## config.mk

```make
export PLATFORM = sky130hd
export DESIGN_NAME = gzip_member_header_parser
export DESIGN_NICKNAME = d
export VERILOG_FILES = /design/src/hdl/gmhp_pkg.sv /design/src/hdl/gzip_member_header_parser.sv /design/src/hdl/gmhp_parser.sv
export SDC_FILE = /design/constraint.sdc
export NUM_CORES = 1
export LEC_CHECK = 0
export BUFFER_PORTS_ARGS = -buffer_cell sky130_fd_sc_hd__clkbuf_2
export CAP_MARGIN = 20
export CORE_UTILIZATION = 35
export DETAILED_ROUTE_END_ITERATION = 8
export PLACE_DENSITY = 0.61
export SYNTH_ARGS = -nofsm -noshare
export SYNTH_HDL_FRONTEND = slang
export SYNTH_SLANG_ARGS = --single-unit
```

## constraint.sdc

```tcl
create_clock -name i_clk -period 12.4 [get_ports i_clk]
set_clock_uncertainty 0.15 [all_clocks]
set_input_delay 1.24 -clock i_clk [delete_from_list [all_inputs] [get_ports i_clk]]
set_output_delay 1.24 -clock i_clk [all_outputs]
set_load 0.02 [all_outputs]
```

## src/hdl/gmhp_pkg.sv

```systemverilog
package gmhp_pkg;

    // One byte of the gzip file, with the end-of-file mark.
    typedef struct packed {
        logic [7:0] data_byte;
        logic       final_byte;
    } t_in_word;

    // One parse result, produced on the final byte of a file.
    typedef struct packed {
        logic        header_ok;
        logic [31:0] body_offset;
        logic [31:0] uncompressed_size;
    } t_out_word;

    // Parser to output stage: a result word and whether one is produced.
    typedef struct packed {
        logic      valid;
        t_out_word word;
    } t_result;

endpackage

```

## src/hdl/gzip_member_header_parser.sv

```systemverilog
// Parses the header of a gzip member streamed in one byte per word, with the
// last byte of the file marked. The block accepts one byte every clock cycle
// while its input is not stalled; each byte is handled by a single pass
// through the parser logic between the parse state registers and the result
// register. Only the final byte produces a result word, which is written to
// the result register, or the skid one while output stalls. The output has a
// result register backed by one skid register, so input is stalled only when
// two finished results are both waiting for the consumer. The result reports
// whether the magic bytes, method, and length checks passed, the offset at
// which the deflate body starts, and ISIZE from the last four bytes; when the
// header is not valid both numeric fields are zero. The byte counter is
// COUNT_BITS wide and saturates; a file that runs past its limit is reported as
// invalid. After the final byte the parser returns to its reset state, ready
// for the next file.
module gzip_member_header_parser #(
    parameter int COUNT_BITS = 32
) (
    input  logic                i_clk,
    input  logic                i_rst_n,
    input  logic                i_in_valid,
    output logic                o_in_ready,
    input  gmhp_pkg::t_in_word  i_in_word,
    output logic                o_out_valid,
    input  logic                i_out_ready,
    output gmhp_pkg::t_out_word o_out_word
);
    import gmhp_pkg::*;

    t_result   parse_res;
    logic      step;
    logic      pop;

    logic      r_out_valid;
    t_out_word r_out_word;
    logic      r_skid_valid;
    t_out_word r_skid_word;

    // Input is held off only while the skid register is occupied.
    assign o_in_ready  = !r_skid_valid;
    assign step        = i_in_valid && o_in_ready;
    assign pop         = r_out_valid && i_out_ready;
    assign o_out_valid = r_out_valid;
    assign o_out_word  = r_out_word;

    gmhp_parser #(
        .COUNT_BITS(COUNT_BITS)
    ) u_parser (
        .i_clk    (i_clk),
        .i_rst_n  (i_rst_n),
        .i_step   (step),
        .i_word   (i_in_word),
        .o_result (parse_res)
    );

    // Output register with one skid entry. When the skid register holds a
    // word no new byte is accepted, so it only drains into the output.
    always_ff @(posedge i_clk) begin
        if (!i_rst_n) begin
            r_out_valid  <= 1'b0;
            r_skid_valid <= 1'b0;
        end else if (r_skid_valid) begin
            if (pop) begin
                r_out_valid  <= 1'b1;
                r_skid_valid <= 1'b0;
            end
        end else if (!r_out_valid || pop) begin
            r_out_valid <= parse_res.valid;
        end else if (parse_res.valid) begin
            r_skid_valid <= 1'b1;
        end
    end

    always_ff @(posedge i_clk) begin
        if (r_skid_valid) begin
            if (pop) begin
                r_out_word <= r_skid_word;
            end
        end else if (!r_out_valid || pop) begin
            if (parse_res.valid) begin
                r_out_word <= parse_res.word;
            end
        end else if (parse_res.valid) begin
            r_skid_word <= parse_res.word;
        end
    end

    a_skid_behind_out: assert property (@(posedge i_clk) disable iff (!i_rst_n)
        r_skid_valid |-> r_out_valid)
        else $error("skid register holds a word while the output register is empty");

    a_stalled_result_kept: assert property (@(posedge i_clk) disable iff (!i_rst_n)
        (parse_res.valid && r_out_valid && !pop) |=> r_skid_valid)
        else $error("result produced behind a stalled output was dropped");

    a_skid_drains: assert property (@(posedge i_clk) disable iff (!i_rst_n)
        (r_skid_valid && pop) |=> (r_out_valid && !r_skid_valid))
        else $error("skid word did not move to the output register");

endmodule

```

## src/hdl/gmhp_parser.sv

```systemverilog
module gmhp_parser #(
    parameter int COUNT_BITS = 32
) (
    input  logic              i_clk,
    input  logic              i_rst_n,
    input  logic              i_step,
    input  gmhp_pkg::t_in_word i_word,
    output gmhp_pkg::t_result  o_result
);
    import gmhp_pkg::*;

    localparam int HeW       = COUNT_BITS + 1;
    localparam int HeSumW    = HeW + 1;
    localparam int ExtW      = HeW + 32;

    localparam logic [7:0] Id1Byte    = 8'h1f;
    localparam logic [7:0] Id2Byte    = 8'h8b;
    localparam logic [7:0] MethodByte = 8'h08;

    localparam int FlHcrc    = 1;
    localparam int FlExtra   = 2;
    localparam int FlName    = 3;
    localparam int FlComment = 4;

    typedef enum logic [10:0] {
        PH_ID1     = 11'b000_0000_0001,
        PH_ID2     = 11'b000_0000_0010,
        PH_CM      = 11'b000_0000_0100,
        PH_FLG     = 11'b000_0000_1000,
        PH_FIXED   = 11'b000_0001_0000,
        PH_XLO     = 11'b000_0010_0000,
        PH_XHI     = 11'b000_0100_0000,
        PH_XSKIP   = 11'b000_1000_0000,
        PH_NAME    = 11'b001_0000_0000,
        PH_COMMENT = 11'b010_0000_0000,
        PH_BODY    = 11'b100_0000_0000
    } t_phase;

    t_phase                r_phase,    n_phase;
    logic [COUNT_BITS-1:0] r_count,    n_count;
    logic                  r_ovf,      n_ovf;
    logic                  r_magic,    n_magic;
    logic [4:0]            r_flags,    n_flags;
    logic [16:0]           r_skip,     n_skip;
    logic [HeW-1:0]        r_hend,     n_hend;
    logic [31:0]           r_tail,     n_tail;

    logic                  sec_go;
    logic [1:0]            sec_stage;
    logic [16:0]           xlen;
    logic [2:0]            pend_add;
    logic [HeW-1:0]        off_full;
    logic [HeW-1:0]        len_m8;
    logic [ExtW-1:0]       off_ext;
    logic                  ok;

    // Saturating add for the header end offset.
    function automatic logic [HeW-1:0] he_add(logic [HeW-1:0] a, logic [17:0] b);
        logic [HeSumW-1:0] s;
        s = {1'b0, a} + HeSumW'(b);
        return s[HeW] ? {HeW{1'b1}} : s[HeW-1:0];
    endfunction

    // Next optional section once the given number of sections is behind us.
    function automatic t_phase section_after(logic [1:0] stage, logic [4:0] flags);
        if (stage < 2'd1 && flags[FlExtra]) begin
            return PH_XLO;
        end else if (stage < 2'd2 && flags[FlName]) begin
            return PH_NAME;
        end else if (stage < 2'd3 && flags[FlComment]) begin
            return PH_COMMENT;
        end
        return PH_BODY;
    endfunction

    always_comb begin
        n_phase   = r_phase;
        n_magic   = r_magic;
        n_flags   = r_flags;
        n_skip    = r_skip;
        n_hend    = r_hend;
        n_tail    = {i_word.data_byte, r_tail[31:8]};
        sec_go    = 1'b0;
        sec_stage = 2'd0;
        xlen      = {1'b0, i_word.data_byte, r_skip[7:0]};

        if (r_count == {COUNT_BITS{1'b1}}) begin
            n_count = r_count;
            n_ovf   = 1'b1;
        end else begin
            n_count = r_count + COUNT_BITS'(1);
            n_ovf   = r_ovf;
        end

        case (r_phase)
            PH_ID1: begin
                if (i_word.data_byte != Id1Byte) n_magic = 1'b0;
                n_phase = PH_ID2;
            end
            PH_ID2: begin
                if (i_word.data_byte != Id2Byte) n_magic = 1'b0;
                n_phase = PH_CM;
            end
            PH_CM: begin
                if (i_word.data_byte != MethodByte) n_magic = 1'b0;
                n_phase = PH_FLG;
            end
            PH_FLG: begin
                n_flags = i_word.data_byte[4:0];
                n_hend  = HeW'(10);
                n_phase = PH_FIXED;
            end
            PH_FIXED: begin
                // The fixed header ends with byte nine (XFL and OS behind MTIME).
                if (r_count >= COUNT_BITS'(9)) begin
                    sec_go    = 1'b1;
                    sec_stage = 2'd0;
                end
            end
            PH_XLO: begin
                n_skip  = {9'd0, i_word.data_byte};
                n_phase = PH_XHI;
            end
            PH_XHI: begin
                n_skip = xlen;
                n_hend = he_add(r_hend, 18'(xlen) + 18'd2);
                // The payload is only walked when a string field follows it.
                if (xlen != 17'd0 && (r_flags[FlName] || r_flags[FlComment])) begin
                    n_phase = PH_XSKIP;
                end else begin
                    sec_go    = 1'b1;
                    sec_stage = 2'd1;
                end
            end
            PH_XSKIP: begin
                n_skip = r_skip - 17'd1;
                if (n_skip == 17'd0) begin
                    sec_go    = 1'b1;
                    sec_stage = 2'd1;
                end
            end
            PH_NAME: begin
                n_hend = he_add(r_hend, 18'd1);
                if (i_word.data_byte == 8'd0) begin
                    sec_go    = 1'b1;
                    sec_stage = 2'd2;
                end
            end
            PH_COMMENT: begin
                n_hend = he_add(r_hend, 18'd1);
                if (i_word.data_byte == 8'd0) begin
                    sec_go    = 1'b1;
                    sec_stage = 2'd3;
                end
            end
            default: begin
                n_phase = PH_BODY;
            end
        endcase

        if (sec_go) begin
            n_phase = section_after(sec_stage, r_flags);
            if (n_phase == PH_BODY && r_flags[FlHcrc]) begin
                n_hend = he_add(n_hend, 18'd2);
            end
        end

        // Fields still open at end of file count their missing terminators and the header CRC.
        case (n_phase)
            PH_XSKIP, PH_NAME: begin
                pend_add = {2'b00, n_flags[FlName]} + {2'b00, n_flags[FlComment]}
                         + {1'b0, n_flags[FlHcrc], 1'b0};
            end
            PH_COMMENT: begin
                pend_add = 3'd1 + {1'b0, n_flags[FlHcrc], 1'b0};
            end
            default: begin
                pend_add = 3'd0;
            end
        endcase

        off_full = he_add(n_hend, 18'(pend_add));
        len_m8   = {1'b0, n_count} - HeW'(8);
        ok = !n_ovf && n_magic && (n_count >= COUNT_BITS'(18))
           && (n_phase inside {PH_XSKIP, PH_NAME, PH_COMMENT, PH_BODY})
           && (off_full < len_m8);
        off_ext = {32'd0, off_full};

        o_result.valid                  = i_step && i_word.final_byte;
        o_result.word.header_ok         = ok;
        o_result.word.body_offset       = ok ? off_ext[31:0] : 32'd0;
        o_result.word.uncompressed_size = ok ? n_tail : 32'd0;
    end

    always_ff @(posedge i_clk) begin
        if (!i_rst_n || (i_step && i_word.final_byte)) begin
            r_phase <= PH_ID1;
            r_count <= '0;
            r_ovf   <= 1'b0;
            r_magic <= 1'b1;
            r_flags <= '0;
            r_skip  <= '0;
            r_hend  <= '0;
            r_tail  <= '0;
        end else if (i_step) begin
            r_phase <= n_phase;
            r_count <= n_count;
            r_ovf   <= n_ovf;
            r_magic <= n_magic;
            r_flags <= n_flags;
            r_skip  <= n_skip;
            r_hend  <= n_hend;
            r_tail  <= n_tail;
        end
    end

    a_ovf_saturated: assert property (@(posedge i_clk) disable iff (!i_rst_n)
        r_ovf |-> (r_count == {COUNT_BITS{1'b1}}))
        else $error("overflow flag set while byte counter is not saturated");

    a_bad_is_zero: assert property (@(posedge i_clk) disable iff (!i_rst_n)
        (o_result.valid && !o_result.word.header_ok)
        |-> (o_result.word.body_offset == 32'd0 && o_result.word.uncompressed_size == 32'd0))
        else $error("invalid result carries nonzero fields");

    a_restart: assert property (@(posedge i_clk) disable iff (!i_rst_n)
        (i_step && i_word.final_byte) |=> (r_phase == PH_ID1 && r_count == '0 && r_magic))
        else $error("parser did not restart after the final byte");

endmodule
```

==> summary.txt <==
Run status
  • Outcome: finished, final reports clean

Placed design
  • Final GP Congestion: 0.986
  • Buffers on Ports: 79
  • DP Area: 20300 sq um
  • Detailed placement HPWL: 51.5 mm

Critical path
  • CP Class: in2reg
  • Worst Path Max Fanout: 30
  • Largest stage delay, worst path: 0.59 ns
  • Type of origin of the critical path: input pin
  • Critical Path AT: 11.85 ns
  • CP delay by family, top: simple AND/OR/NAND/NOR gates
  • Crit path required time: 12.71 ns
  • CP dominant cell by count: a21oi_1
  • Critical-path top delay cell: or4_1
  • Setup crit end kind: flop
  • CP Buf/Inv Count: 5

STA
  • Final hold vios: 0
  • Slew Limit Fails: 0
  • Setup TNS Final: 0 ns
  • Tightest Pin Transition: 0.979 ns
  • Period utilization: 93.1%
  • Slew Limit Headroom: 34.5%
  • Period minus WS final: 11.54 ns
  • Setup violators final: 0
  • RSZ-0062 raised after global routing: no
  • Max frequency: 0.0866 GHz

CTS
  • CTS tree: done
  • H-tree lvl count: 1
  • Postcts setup bufs: 0
  • Sink Count: 255
  • CTS Buffer Depth: 3
  • CTS clk-pin slew, worst paths: roughly 0.060 ns
  • Clock latency on the worst-skew pair: roughly 0.6 ns
  • CTS root buf: clkbuf_16
  • TritonCTS buffer count: 30

Yosys
  • Sequential share of the synthesized area: 33.1%
  • Synth Area in Compound Gates: 19.3%
  • Post-Syn Area per Cell: between 8 and 9 sq um
  • Yosys reg bits: 255
  • Mapped Nets: approximately 2.5k
  • Synthesis Warnings: 0
  • Synth Area in Simple Gates: around 28%
  • Synthesized instance count: 2376
  • Post-synthesis xor/xnor area fraction: a little over 7%
  • Post-synth EDFFs: 130
  • Largest family of logic cells by synthesized area: simple AND/OR/NAND/NOR gates
  • Asr flop ratio synth: 0%
  • Mux contribution to synthesized area: 3.08%
  • Post-Synth Adder-Cell Area: 4.35%
  • Most common flop cell mapped by yosys: edfxtp_1
  • Mapped Area: 19300 sq um
  • Unique masters post-synth: 106

Detailed routing
  • Post-Route WL: 68.7 mm
  • Residual DRC: 0
  • Antenna-violating nets left: 0
  • Detailed Route Iter0 Violations: 1827
  • Vias: 18.7k
  • DR vias/cell: 6.04
  • 1st-pass router iterations: 5
  • WL/cell: ~22 microns

Pwr
  • Clock power frac: 45.4%
  • Combinational power share: 9.9%
  • Pwr Density: 97.3 nW/um^2
  • Sw frac: a little over a quarter
  • Leakage: 8.01 nW
  • Cell Int Power: 1.53 mW
  • Psw: 547 uW
  • Maximum vdd drop: about 0.11 mV
  • Flop pwr share: 44.7%

GRT
  • First-pass GRT wire length: 106 mm
  • GRT Total Usage: a little under a quarter
  • Grt ovf: 0
  • Initial antenna violation count: 0
  • Vias in the first global route: 17.7k
  • Largest net degree at the start of global routing: 96

Floorplan
  • Die footprint: 56200 sq um
  • Die Ht: 237 microns
  • Die W: 237 microns
  • Initial core utilization: between 30% and 40%
  • Core ar.: 54200 sq um
  • IO Count: 80
  • Rows: 85

Min path
  • Hold Path Class: reg2reg

Cells and area
  • # diodes: 0
  • Final instance area: 21300 sq um
  • Ratio of cells with drive above 1 in the final layout: 12.7%
  • Utilization after layout: 39.3%
  • Final nets: 2446
  • Area Overhead vs Synth: 10.3%
  • Fill cells: 5589

Job
  • Max-Cap Viols: 0
[worst min-delay path, stage by stage, from the launching register on]
cell and delay (ns):
dfxtp_1 0.31, nand2_1 0.05, a21oi_1 0.05
[worst paths after layout]
kind                                         start                 end  slack (ns)  depth (start not counted)
worst max-delay path                  i_in_word[1]      o_out_word[45]        0.86                         45
worst min-delay path            u_parser.r_tail[8]  u_parser.r_tail[8]        0.30                          2
worst max register to register  u_parser.r_skip[3]      o_out_word[45]        0.88                         43
worst min register to register  u_parser.r_tail[8]  u_parser.r_tail[8]        0.30                          2
[synth_stat cells, types with 32 or more instances]
| library cell | number | area share (%) |
|---|---|---|
| nand2_1 | 268 | 5.2 |
| nor2_1 | 237 | 4.6 |
| a21oi_1 | 176 | 4.6 |
| edfxtp_1 | 130 | 20 |
| clkbuf_1 | 125 | 2.4 |
| dfxtp_1 | 125 | 13 |
| o21ai_0 | 116 | 3.0 |
| xnor2_1 | 93 | 4.2 |
| nand3_1 | 88 | 2.3 |
| nor3_1 | 81 | 2.1 |
| nand4_1 | 71 | 2.3 |
| xor2_1 | 65 | 2.9 |
| ha_1 | 64 | 4.1 |
| inv_1 | 51 | 0.99 |
| nor4_1 | 42 | 1.4 |
| or3_1 | 40 | 1.3 |
| a211oi_1 | 39 | 1.5 |
| mux2_2 | 36 | 2.1 |
| a31oi_1 | 35 | 1.1 |
| and2_4 | 32 | 1.5 |
[sequential cells by signal, indices dropped and copies added (netlist names)]
name,count
o_out_word,65
r_skid_word,65
u_parser.r_hend,33
u_parser.r_count,32
u_parser.r_tail,24
u_parser.r_skip,17
u_parser.r_phase,11
u_parser.r_flags,4
o_out_valid,1
r_skid_valid,1
u_parser.r_magic,1
u_parser.r_ovf,1
[kinds of logic (layout without fill, tap and decap cells)]
group	count (synthesis)	count (layout)
flops	255	255
fa+ha+maj	66	66
compound gates	571	571
xor+xnor	158	158
mux	54	54
simple gates	1059	1059
buf+inv	213	228
[power groups by stage]
stage / logic, mW / registers (mW) / clock network [mW]
5_1_grt: 0.221 / 0.927 / 0.992
4_1_cts: 0.204 / 0.926 / 0.958
6_report: 0.205 / 0.926 / 0.942
3_3_place_gp: 0.202 / 0.944 / 0
2_1_floorplan: 0.129 / 0.943 / 0
3_5_place_dp: 0.204 / 0.944 / 0
[what timing repair did]
item	4_1_cts	5_1_grt
endpoints found under the setup margin	0	2
resized for setup	0	1
hold buffers	0	0
[per-stage QoR]
stage	hold WS (ns)	total power [mW]	worst slack, ns	cells
after floorplan	0.284	1.07	2.61	2376
after global placement	0.295	1.15	0.792	3028
after detailed placement	0.298	1.15	0.420	3028
after CTS	0.306	2.09	0.963	3084
after global routing	0.325	2.14	0.154	3087
final	0.303	2.07	0.856	3087
[routing by layer]
| layer | part of all wire [%] | GRT usage (%) |
|---|---|---|
| met4 | 4.2 | 10.2 |
| met2 | 46 | 39.3 |
| met1 | 43 | 31.5 |
| met3 | 6.6 | 2.58 |
| met5 | 0 | 0 |
[layout make-up]
| cell class | count | area, sq um | share of cell area, % |
|---|---|---|---|
| Multi-Input combinational cell | 1908 | 12100 | 56.6 |
| Sequential cell | 255 | 6410 | 30.0 |
| Tap cell | 696 | 871 | 4.08 |
| Clock buffer | 42 | 848 | 3.98 |
| Timing Repair Buffer | 120 | 721 | 3.38 |
| Clock inverter | 14 | 205 | 0.962 |
| Inverter | 52 | 195 | 0.915 |
[cells in the final DEF, fill, tap and decap left out, types with 14 or more instances in the layout]
cell / Yosys / final
o21ai_0: 116 / 115
and2_4: 32 / 32
clkbuf_2: 1 / 82
edfxtp_1: 130 / 130
nor4_1: 42 / 42
mux2_2: 36 / 36
nand3_1: 88 / 88
nor3_1: 81 / 81
a21oi_1: 176 / 176
mux2i_1: 16 / 16
or2_2: 19 / 19
or4_1: 14 / 14
nor2b_1: 29 / 28
or3_1: 40 / 40
and3_1: 23 / 23
and2_1: 24 / 24
dfxtp_1: 125 / 125
ha_1: 64 / 64
xor2_1: 65 / 65
a21o_1: 28 / 28
nand2b_1: 17 / 17
clkbuf_16: 0 / 31
xnor2_1: 93 / 93
inv_1: 51 / 51
a31oi_1: 35 / 35
nor2_1: 237 / 236
a211oi_1: 39 / 39
buf_4: 2 / 36
nand2_1: 268 / 267
nand4_1: 71 / 71
No activity file was read; power rests on OpenSTA's default activity.
